===== src/rtl/mfrr_pkg.sv =====
// Package for the median frame-rate regulator.
// Holds field widths, register reset values, codes and the sequencer state type.
// No dependencies.
`default_nettype none

package mfrr_pkg;

  localparam int unsigned RATE_BITS = 10;
  localparam int unsigned AGE_BITS  = 8;
  localparam int unsigned ACT_BITS  = 5;
  localparam int unsigned IDX_BITS  = 2;
  localparam int unsigned CFG_BITS  = 10;

  localparam logic [RATE_BITS-1:0] RATE_MAX  = {RATE_BITS{1'b1}};
  localparam logic [RATE_BITS-1:0] STEP_CAP  = RATE_BITS'(10);
  localparam logic [RATE_BITS-1:0] RATE_ONE  = RATE_BITS'(1);
  localparam logic [AGE_BITS-1:0]  AGE_MAX   = {AGE_BITS{1'b1}};

  localparam logic [RATE_BITS-1:0] TARGET_RST = RATE_BITS'(60);
  localparam logic [AGE_BITS-1:0]  WARMUP_RST = AGE_BITS'(2);
  localparam logic [ACT_BITS-1:0]  ACT_RST    = ACT_BITS'(5);
  localparam logic [RATE_BITS-1:0] INIT_RST   = RATE_BITS'(60);

  typedef enum logic [IDX_BITS-1:0] {
    REG_TARGET = 2'd0,
    REG_WARMUP = 2'd1,
    REG_ACT    = 2'd2,
    REG_INIT   = 2'd3
  } cfg_reg_e;

  typedef enum logic {
    KIND_SAMPLE  = 1'b0,
    KIND_RESTART = 1'b1
  } kind_e;

  typedef enum logic [2:0] {
    ST_IDLE,
    ST_CHK,
    ST_CAND_RD,
    ST_CAND_LD,
    ST_CMP,
    ST_EVAL,
    ST_ADJ,
    ST_FIN
  } state_e;

endpackage

`default_nettype wire


===== src/rtl/mfrr_if.sv =====
// Valid/ready channel interfaces for the median frame-rate regulator.
// Depends on mfrr_pkg for field widths.
`default_nettype none

interface mfrr_in_if
  import mfrr_pkg::*;
();
  logic                 valid;
  logic                 ready;
  logic                 kind;
  logic [RATE_BITS-1:0] frames_observed;

  modport source (output valid, kind, frames_observed, input ready);
  modport sink   (input valid, kind, frames_observed, output ready);
endinterface

interface mfrr_out_if
  import mfrr_pkg::*;
();
  logic                 valid;
  logic                 ready;
  logic [RATE_BITS-1:0] frame_limit;
  logic [RATE_BITS-1:0] median_rate;
  logic                 median_taken;
  logic                 limit_applied;

  modport source (output valid, frame_limit, median_rate, median_taken, limit_applied,
                  input ready);
  modport sink   (input valid, frame_limit, median_rate, median_taken, limit_applied,
                  output ready);
endinterface

`default_nettype wire


===== src/rtl/median_frame_rate_regulator.sv =====
// Median frame-rate regulator: sample window, median by rank counting, limit stepping.
// Depends on mfrr_pkg and the channel interfaces in mfrr_if.sv.
// Sequence: a restart or a warm-up sample goes from IDLE straight to FIN; a recorded sample
// passes CHK, and when a median is taken over n held samples (n up to WINDOW_DEPTH), each
// candidate takes CAND_RD, CAND_LD, CMP over every entry and EVAL, then ADJ and FIN.
// The single compare-and-count unit walks the window memory once per candidate entry.
// One item at a time: the next input beat is taken in the cycle the result first shows, and an
// untaken result holds back the next result.
// Async active-low reset clears control state and config; the window memory is not cleared
// and needs no clearing pass.
`default_nettype none

module median_frame_rate_regulator
  import mfrr_pkg::*;
#(
  parameter int unsigned WINDOW_DEPTH = 16
) (
  input  wire logic                clk_i,
  input  wire logic                rst_ni,
  mfrr_in_if.sink                  in_i,
  mfrr_out_if.source               out_o,
  input  wire logic                cfg_we_i,
  input  wire logic [IDX_BITS-1:0] cfg_idx_i,
  input  wire logic [CFG_BITS-1:0] cfg_data_i
);

  localparam int unsigned SLOT_W = $clog2(WINDOW_DEPTH);
  localparam int unsigned CNT_W  = $clog2(WINDOW_DEPTH + 1);
  localparam int unsigned CMP_W  = (CNT_W > ACT_BITS) ? CNT_W : ACT_BITS;
  localparam logic [CNT_W-1:0] CNT_FULL = CNT_W'(WINDOW_DEPTH);

  logic [RATE_BITS-1:0] window_mem [WINDOW_DEPTH];

  state_e               state_q, state_d;
  logic [RATE_BITS-1:0] target_q, init_q;
  logic [AGE_BITS-1:0]  warmup_q;
  logic [ACT_BITS-1:0]  act_q;
  logic [CNT_W-1:0]     count_q, count_d;
  logic [SLOT_W-1:0]    oldest_q, oldest_d;
  logic [AGE_BITS-1:0]  age_q, age_d;
  logic [RATE_BITS-1:0] limit_q, limit_d;
  logic [SLOT_W-1:0]    cand_idx_q, cand_idx_d;
  logic [SLOT_W-1:0]    scan_idx_q, scan_idx_d;
  logic [RATE_BITS-1:0] cand_q, cand_d;
  logic [CNT_W-1:0]     lt_q, lt_d, le_q, le_d;
  logic [RATE_BITS-1:0] lo_q, lo_d, hi_q, hi_d;
  logic [RATE_BITS-1:0] res_med_q, res_med_d;
  logic                 res_taken_q, res_taken_d;
  logic                 res_applied_q, res_applied_d;
  logic                 out_valid_q, out_valid_d;
  logic [RATE_BITS-1:0] out_limit_q, out_limit_d;
  logic [RATE_BITS-1:0] out_med_q, out_med_d;
  logic                 out_taken_q, out_taken_d;
  logic                 out_applied_q, out_applied_d;
  logic [RATE_BITS-1:0] rdata_q;

  logic [SLOT_W-1:0]    raddr;
  logic                 we;
  logic [SLOT_W-1:0]    waddr;
  logic                 in_fire, out_fire;
  logic [CNT_W-1:0]     rank_hi, rank_lo;
  logic [RATE_BITS:0]   med_sum;
  logic [RATE_BITS-1:0] med;
  logic [RATE_BITS-1:0] delta_up, delta_dn, step_up, step_dn;
  logic [RATE_BITS:0]   lim_up;
  logic [RATE_BITS-1:0] lim_up_sat, lim_dn, init_lim;

  assign in_fire  = in_i.valid && in_i.ready;
  assign out_fire = out_valid_q && out_o.ready;

  assign in_i.ready          = (state_q == ST_IDLE);
  assign out_o.valid         = out_valid_q;
  assign out_o.frame_limit   = out_limit_q;
  assign out_o.median_rate   = out_med_q;
  assign out_o.median_taken  = out_taken_q;
  assign out_o.limit_applied = out_applied_q;

  assign rank_hi = count_q >> 1;
  assign rank_lo = count_q[0] ? rank_hi : rank_hi - CNT_W'(1);

  assign med_sum    = {1'b0, lo_q} + {1'b0, hi_q};
  assign med        = med_sum[RATE_BITS:1];
  assign delta_up   = target_q - med;
  assign delta_dn   = med - target_q;
  assign step_up    = (delta_up > STEP_CAP) ? STEP_CAP :
                      ((delta_up == RATE_ONE) ? '0 : delta_up);
  assign step_dn    = (delta_dn > STEP_CAP) ? STEP_CAP : delta_dn;
  assign lim_up     = {1'b0, limit_q} + {1'b0, step_up};
  assign lim_up_sat = lim_up[RATE_BITS] ? RATE_MAX : lim_up[RATE_BITS-1:0];
  assign lim_dn     = (limit_q > step_dn) ? limit_q - step_dn : RATE_ONE;
  assign init_lim   = (init_q == '0) ? RATE_ONE : init_q;

  always_comb begin
    state_d       = state_q;
    count_d       = count_q;
    oldest_d      = oldest_q;
    age_d         = age_q;
    limit_d       = limit_q;
    cand_idx_d    = cand_idx_q;
    scan_idx_d    = scan_idx_q;
    cand_d        = cand_q;
    lt_d          = lt_q;
    le_d          = le_q;
    lo_d          = lo_q;
    hi_d          = hi_q;
    res_med_d     = res_med_q;
    res_taken_d   = res_taken_q;
    res_applied_d = res_applied_q;
    out_valid_d   = out_valid_q && !out_fire;
    out_limit_d   = out_limit_q;
    out_med_d     = out_med_q;
    out_taken_d   = out_taken_q;
    out_applied_d = out_applied_q;
    raddr         = cand_idx_q;
    we            = 1'b0;
    waddr         = oldest_q;

    unique case (state_q)
      ST_IDLE: begin
        if (in_fire) begin
          res_med_d     = '0;
          res_taken_d   = 1'b0;
          res_applied_d = 1'b0;
          if (kind_e'(in_i.kind) == KIND_RESTART) begin
            age_d         = '0;
            count_d       = '0;
            oldest_d      = '0;
            limit_d       = init_lim;
            res_applied_d = 1'b1;
            state_d       = ST_FIN;
          end else begin
            if (age_q != AGE_MAX) begin
              age_d = age_q + AGE_BITS'(1);
            end
            if (age_q >= warmup_q) begin
              we = 1'b1;
              if (count_q == CNT_FULL) begin
                waddr    = oldest_q;
                oldest_d = (oldest_q == SLOT_W'(WINDOW_DEPTH - 1)) ? '0
                                                                   : oldest_q + SLOT_W'(1);
              end else begin
                waddr   = count_q[SLOT_W-1:0];
                count_d = count_q + CNT_W'(1);
              end
              state_d = ST_CHK;
            end else begin
              state_d = ST_FIN;
            end
          end
        end
      end
      ST_CHK: begin
        cand_idx_d = '0;
        if (CMP_W'(count_q) >= CMP_W'(act_q)) begin
          state_d = ST_CAND_RD;
        end else begin
          state_d = ST_FIN;
        end
      end
      ST_CAND_RD: begin
        raddr   = cand_idx_q;
        state_d = ST_CAND_LD;
      end
      ST_CAND_LD: begin
        cand_d     = rdata_q;
        raddr      = '0;
        scan_idx_d = '0;
        lt_d       = '0;
        le_d       = '0;
        state_d    = ST_CMP;
      end
      ST_CMP: begin
        raddr = scan_idx_q + SLOT_W'(1);
        lt_d  = lt_q + CNT_W'(rdata_q < cand_q);
        le_d  = le_q + CNT_W'(rdata_q <= cand_q);
        if (CNT_W'(scan_idx_q) == count_q - CNT_W'(1)) begin
          state_d = ST_EVAL;
        end else begin
          scan_idx_d = scan_idx_q + SLOT_W'(1);
        end
      end
      ST_EVAL: begin
        if (lt_q <= rank_lo && rank_lo < le_q) begin
          lo_d = cand_q;
        end
        if (lt_q <= rank_hi && rank_hi < le_q) begin
          hi_d = cand_q;
        end
        if (CNT_W'(cand_idx_q) == count_q - CNT_W'(1)) begin
          state_d = ST_ADJ;
        end else begin
          cand_idx_d = cand_idx_q + SLOT_W'(1);
          state_d    = ST_CAND_RD;
        end
      end
      ST_ADJ: begin
        res_med_d   = med;
        res_taken_d = 1'b1;
        if (med < target_q) begin
          limit_d       = lim_up_sat;
          count_d       = '0;
          oldest_d      = '0;
          res_applied_d = 1'b1;
        end else if (med > target_q && delta_dn != RATE_ONE) begin
          limit_d       = lim_dn;
          count_d       = '0;
          oldest_d      = '0;
          res_applied_d = 1'b1;
        end
        state_d = ST_FIN;
      end
      ST_FIN: begin
        if (!out_valid_q || out_o.ready) begin
          out_valid_d   = 1'b1;
          out_limit_d   = limit_q;
          out_med_d     = res_med_q;
          out_taken_d   = res_taken_q;
          out_applied_d = res_applied_q;
          state_d       = ST_IDLE;
        end
      end
      default: begin
        state_d = ST_IDLE;
      end
    endcase
  end

  always_ff @(posedge clk_i or negedge rst_ni) begin
    if (!rst_ni) begin
      state_q <= ST_IDLE;
    end else begin
      state_q <= state_d;
    end
  end

  always_ff @(posedge clk_i or negedge rst_ni) begin
    if (!rst_ni) begin
      target_q    <= TARGET_RST;
      warmup_q    <= WARMUP_RST;
      act_q       <= ACT_RST;
      init_q      <= INIT_RST;
      count_q     <= '0;
      oldest_q    <= '0;
      age_q       <= '0;
      limit_q     <= INIT_RST;
      out_valid_q <= 1'b0;
    end else begin
      count_q     <= count_d;
      oldest_q    <= oldest_d;
      age_q       <= age_d;
      limit_q     <= limit_d;
      out_valid_q <= out_valid_d;
      if (cfg_we_i) begin
        unique case (cfg_reg_e'(cfg_idx_i))
          REG_TARGET: target_q <= cfg_data_i[RATE_BITS-1:0];
          REG_WARMUP: warmup_q <= cfg_data_i[AGE_BITS-1:0];
          REG_ACT:    act_q    <= cfg_data_i[ACT_BITS-1:0];
          REG_INIT:   init_q   <= cfg_data_i[RATE_BITS-1:0];
          default:    target_q <= target_q;
        endcase
      end
    end
  end

  always_ff @(posedge clk_i) begin
    cand_idx_q    <= cand_idx_d;
    scan_idx_q    <= scan_idx_d;
    cand_q        <= cand_d;
    lt_q          <= lt_d;
    le_q          <= le_d;
    lo_q          <= lo_d;
    hi_q          <= hi_d;
    res_med_q     <= res_med_d;
    res_taken_q   <= res_taken_d;
    res_applied_q <= res_applied_d;
    out_limit_q   <= out_limit_d;
    out_med_q     <= out_med_d;
    out_taken_q   <= out_taken_d;
    out_applied_q <= out_applied_d;
  end

  always_ff @(posedge clk_i) begin
    if (we) begin
      window_mem[waddr] <= in_i.frames_observed;
    end
    rdata_q <= window_mem[raddr];
  end

endmodule

`default_nettype wire


===== src/flat_wrapper.sv =====
// flat-port wrapper written by rule: the top's interface ports become plain ports
module median_frame_rate_regulator_flat import mfrr_pkg::*;
#(
  parameter int unsigned WINDOW_DEPTH = 16
)
  (clk_i, rst_ni, cfg_we_i, cfg_idx_i, cfg_data_i, in_i_valid, in_i_kind, in_i_frames_observed, in_i_ready, out_o_valid, out_o_frame_limit, out_o_median_rate, out_o_median_taken, out_o_limit_applied, out_o_ready);
  mfrr_in_if in_i_i ();
  mfrr_out_if out_o_i ();
  input  wire logic clk_i;
  input  wire logic rst_ni;
  input  wire logic cfg_we_i;
  input  wire logic [IDX_BITS-1:0] cfg_idx_i;
  input  wire logic [CFG_BITS-1:0] cfg_data_i;
  input wire logic [$bits(in_i_i.valid)-1:0] in_i_valid;
  input wire logic [$bits(in_i_i.kind)-1:0] in_i_kind;
  input wire logic [$bits(in_i_i.frames_observed)-1:0] in_i_frames_observed;
  output wire logic [$bits(in_i_i.ready)-1:0] in_i_ready;
  output wire logic [$bits(out_o_i.valid)-1:0] out_o_valid;
  output wire logic [$bits(out_o_i.frame_limit)-1:0] out_o_frame_limit;
  output wire logic [$bits(out_o_i.median_rate)-1:0] out_o_median_rate;
  output wire logic [$bits(out_o_i.median_taken)-1:0] out_o_median_taken;
  output wire logic [$bits(out_o_i.limit_applied)-1:0] out_o_limit_applied;
  input wire logic [$bits(out_o_i.ready)-1:0] out_o_ready;
  assign in_i_i.valid = in_i_valid;
  assign in_i_i.kind = in_i_kind;
  assign in_i_i.frames_observed = in_i_frames_observed;
  assign in_i_ready = in_i_i.ready;
  assign out_o_valid = out_o_i.valid;
  assign out_o_frame_limit = out_o_i.frame_limit;
  assign out_o_median_rate = out_o_i.median_rate;
  assign out_o_median_taken = out_o_i.median_taken;
  assign out_o_limit_applied = out_o_i.limit_applied;
  assign out_o_i.ready = out_o_ready;
  median_frame_rate_regulator #(.WINDOW_DEPTH(WINDOW_DEPTH)) u_core (.clk_i(clk_i), .rst_ni(rst_ni), .in_i(in_i_i), .out_o(out_o_i), .cfg_we_i(cfg_we_i), .cfg_idx_i(cfg_idx_i), .cfg_data_i(cfg_data_i));
endmodule

===== config.mk =====
export PLATFORM = sky130hd
export DESIGN_NAME = median_frame_rate_regulator_flat
export DESIGN_NICKNAME = d
export VERILOG_FILES = /design/src/rtl/mfrr_pkg.sv /design/src/rtl/mfrr_if.sv /design/src/rtl/median_frame_rate_regulator.sv /design/src/flat_wrapper.sv
export SDC_FILE = /design/constraint.sdc
export NUM_CORES = 1
export LEC_CHECK = 0
export ABC_CLOCK_PERIOD_IN_PS = 5500
export BUFFER_PORTS_ARGS = -buffer_cell sky130_fd_sc_hd__clkbuf_2
export CAP_MARGIN = 20
export CORE_AREA = 5 5 222 224
export CTS_BUF_LIST = sky130_fd_sc_hd__clkbuf_16
export DETAILED_ROUTE_END_ITERATION = 7
export DIE_AREA = 0 0 227 229
export PLACE_DENSITY = 0.52
export REMOVE_ABC_BUFFERS = 1
export SYNTH_ARGS = -nofsm -noshare
export SYNTH_HDL_FRONTEND = slang
export SYNTH_SLANG_ARGS = --single-unit

===== constraint.sdc =====
create_clock -name clk_i -period 5.5 [get_ports clk_i]
set_input_delay 0.55 -clock clk_i [delete_from_list [all_inputs] [get_ports clk_i]]
set_output_delay 0.55 -clock clk_i [all_outputs]
set_load 0.02 [all_outputs]

==> results.toml <==
[power]
powerDensity_nw_per_um2 = 548
p_comb_frac = 0.454
p_sw_uw = 4190
switching_share = 0.393
peakVddDrop_mv = 0.246
intPower_uw = 6470
seqPwrFrac = 0.320
p_leak_uw = 0.00750
clockPowerShare = 0.226

[clock_network]
cts_max_path_buffers = 3
cts_tree = "built"
cts.sinks = 316
cts_root_buf = "clkbuf_16"
cts_max_level = 2
cts_buffers = 38
path_clk_slew_ns = 0.06
clock_latency_ns = 0.56

[final_layout]
n_antenna_cell = 0
syn_to_final_growth_pct = 19.9
layout_common_cells = "242 x edfxtp_1, 139 x nand2_1, 106 x buf_4, 92 x inv_1, 91 x ha_1"
final_net_count = 1705
final_area_sq_um = 19400
drive_gt1_frac = 0.218
mostFrequentLayoutCell = "edfxtp_1"

[global_routing]
antenna_found_initial = 0
grt-ovfl-total = 0
grt_max_degree = 81
grt_pass1_vias = 11400
grt_first_pass_wirelength_microns = 62700
grt_use_total = 0.151

[die]
rows = 80
io_pins = 52
initial_core_util = 0.344
die_x_microns = 227
die_area_sq_um = 52000
dieHeight_microns = 229
core_sq_um = 47100

[timing]
setup_ws_ns = -0.107
worst_slew_pin_slew_ns = 1.07
rsz0062_at_grt = "yes"
setup_viol = 9
tns_ns = -0.552
maxSlewViolCount = 0
period_needed_ns = 5.61
hold_viol = 0
fin_crit_sh = 1.02
fin_skew_ns = 0.0298
fmax_ghz = 0.178
slew_headroom = 0.284

[logic_synthesis]
synth_ff_type = "edfxtp_1"
async_reset_ff_frac = 0.203
synth_area_per_cell_sq_um = 11.5
yosysUniqueCellTypes = 81
ys_ff_latch = 316
synth-warning-count = 0
synth_cells = 1413
synth_edf_count = 242
syn_area_sq_um = 16200
ys_seq_area_frac = 0.561

[setup_path]
crit_slowest_cell = "edfxtp_1"
cp.required_ns = 5.94
path_max_fanout = 5
slowest_delay_ns = 0.38
critical_path_class = "reg2reg"
setup.worst_path.start_class = "flop"
rr_startpoint = "u_core.hi_q[0]"
r2r_end = "u_core.limit_q[8]"
critPathCaptureType = "flop"
cpMostUsedCell = "a21oi_2"
arrival_ns = 6.04
reg2reg_setup_slack_ns = -0.11
rr_worst_depth = 29

[route]
avgViaCountPerCell = 5.11
dr.pass1.iters = 5
num_vias = 11300
wirelength_microns = 39800
detail-route-antenna-nets = 0
post_drt_wl_per_cell_microns = 18.0
drc_errors = 0
drt_iter0_drc = 669

[placement]
dp_hpwl_microns = 26900
routabilityCongestion = 0.890
portBuffers = 51
placed_cell_area_sq_um = 17800

[outcome]
status = "complete, but fails checks"
violations = "negative setup slack"

[hold_path]
hp-class = "in2async"

[flow_run]
max_cap_violations = 0
## cells by family after synthesis
kind of cell,share of synthesized area
AOI/OAI and AO/OA,0.144
xor gates and xnor gates,0.0265
adders and majority gates,0.0841
buffers and inverters,0.0344
DFF,0.561
muxes,0.0287
other,0.000463
and+or+nand+nor,0.121
## cell usage after synthesis, types with 6 or more instances
master | n | area share
edfxtp_1 | 242 | 0.45
nand2_1 | 140 | 0.032
ha_1 | 101 | 0.078
a21oi_1 | 93 | 0.029
nor2_1 | 91 | 0.021
inv_1 | 83 | 0.019
o21ai_0 | 59 | 0.018
a211oi_1 | 55 | 0.025
dfrtp_1 | 49 | 0.076
clkbuf_1 | 39 | 0.0090
a31oi_1 | 33 | 0.013
nand3_1 | 27 | 0.0083
nor3_1 | 27 | 0.0083
xnor2_1 | 27 | 0.015
and2_0 | 26 | 0.010
and2_1 | 26 | 0.010
mux2_2 | 24 | 0.017
xor2_1 | 22 | 0.012
a311oi_1 | 21 | 0.011
a21o_1 | 16 | 0.0074
dfstp_2 | 15 | 0.024
nand4_1 | 13 | 0.0050
nor2b_1 | 11 | 0.0042
dfxtp_1 | 10 | 0.012
nand2b_1 | 10 | 0.0039
buf_2 | 9 | 0.0028
mux2_4 | 9 | 0.0083
o211ai_1 | 9 | 0.0042
and3_1 | 6 | 0.0023
mux2i_1 | 6 | 0.0037
nand3b_1 | 6 | 0.0028
o21bai_1 | 6 | 0.0028
o22ai_1 | 6 | 0.0023
or2_2 | 6 | 0.0023
## power by group through the flow
stage	clock network [uW]	logic [uW]	registers [uW]
6_report	2410	4840	3410
5_1_grt	2590	5380	3460
4_1_cts	2490	4650	3410
3_5_place_dp	0	4540	3450
3_3_place_gp	0	4500	3440
2_1_floorplan	0	3010	3410
## cell type report
cell class                 count  area, sq um
fill                        4494        27700
sequential                   316         9090
multi-input combinational    969         6970
timing repair buffer         158         1060
clock buffer                  38          951
tap                          615          769
inverter                      88          333
clock inverter                32          262
## critical path: cells and delay by family, from the launching register on
kind / cells / cell delay (ns)
buffers and inverters: 3 / 0.27
AOI/OAI and AO/OA: 16 / 2.55
muxes: 1 / 0.26
DFF: 1 / 0.38
xor gates and xnor gates: 1 / 0.24
and+or+nand+nor: 4 / 0.63
adders and majority gates: 4 / 1.17
## flip-flops by register name, summed over array words and instances (netlist names), 8 cells and up
register	flops
u_core.window_mem	160
u_core.res_med_q	10
u_core.limit_q	10
u_core.lo_q	10
u_core.init_q	10
u_core.rdata_q	10
u_core.warmup_q	8
u_core.target_q	10
u_core.age_q	8
u_core.out_o.frame_limit	10
u_core.hi_q	10
u_core.out_o.median_rate	10
u_core.cand_q	10
## repair_timing
item | 4_1_cts | 5_1_grt
endpoints found under the setup margin | 10 | 10
cloned | 0 | 1
hold buffers | 0 | 0
buffers inserted | 3 | 14
resized for setup | 23 | 47
pin swaps | 10 | 31
## through the flow
stage	std cells	utilization	hold WS, ns	total power [uW]	setup slack (ns)
floorplan	1372	-	0.254	6420	-0.0964
global placement	2128	0.377	0.401	7950	-0.305
detailed placement	2128	0.377	0.405	7990	-0.449
CTS	2201	0.406	0.187	10500	0.00217
global route	2216	0.412	0.248	11400	-0.375
finish	2216	0.412	0.200	10700	-0.107
## worst max-delay path by stage
stage | from | endpoint | slack [ns] | cells past startpoint
6_report | u_core.hi_q[0] | u_core.limit_q[8] | -0.11 | 29
5_1_grt | u_core.hi_q[0] | u_core.limit_q[9] | -0.38 | 27
4_1_cts | u_core.hi_q[0] | u_core.limit_q[9] | 0.002 | 27
3_5_place_dp | u_core.hi_q[0] | u_core.limit_q[0] | -0.45 | 27
2_1_floorplan | u_core.hi_q[0] | u_core.limit_q[9] | -0.1 | 26
3_3_place_gp | u_core.hi_q[0] | u_core.limit_q[8] | -0.31 | 28
## routing by layer
layer	global-route usage	vias up	share of wire
met5	0	-	0
met4	0.0462	0	0.026
met3	0.0234	59	0.039
met2	0.251	195	0.48
met1	0.205	5543	0.46
li1	-	5533	-
No activity file was read; power rests on OpenSTA's default activity.
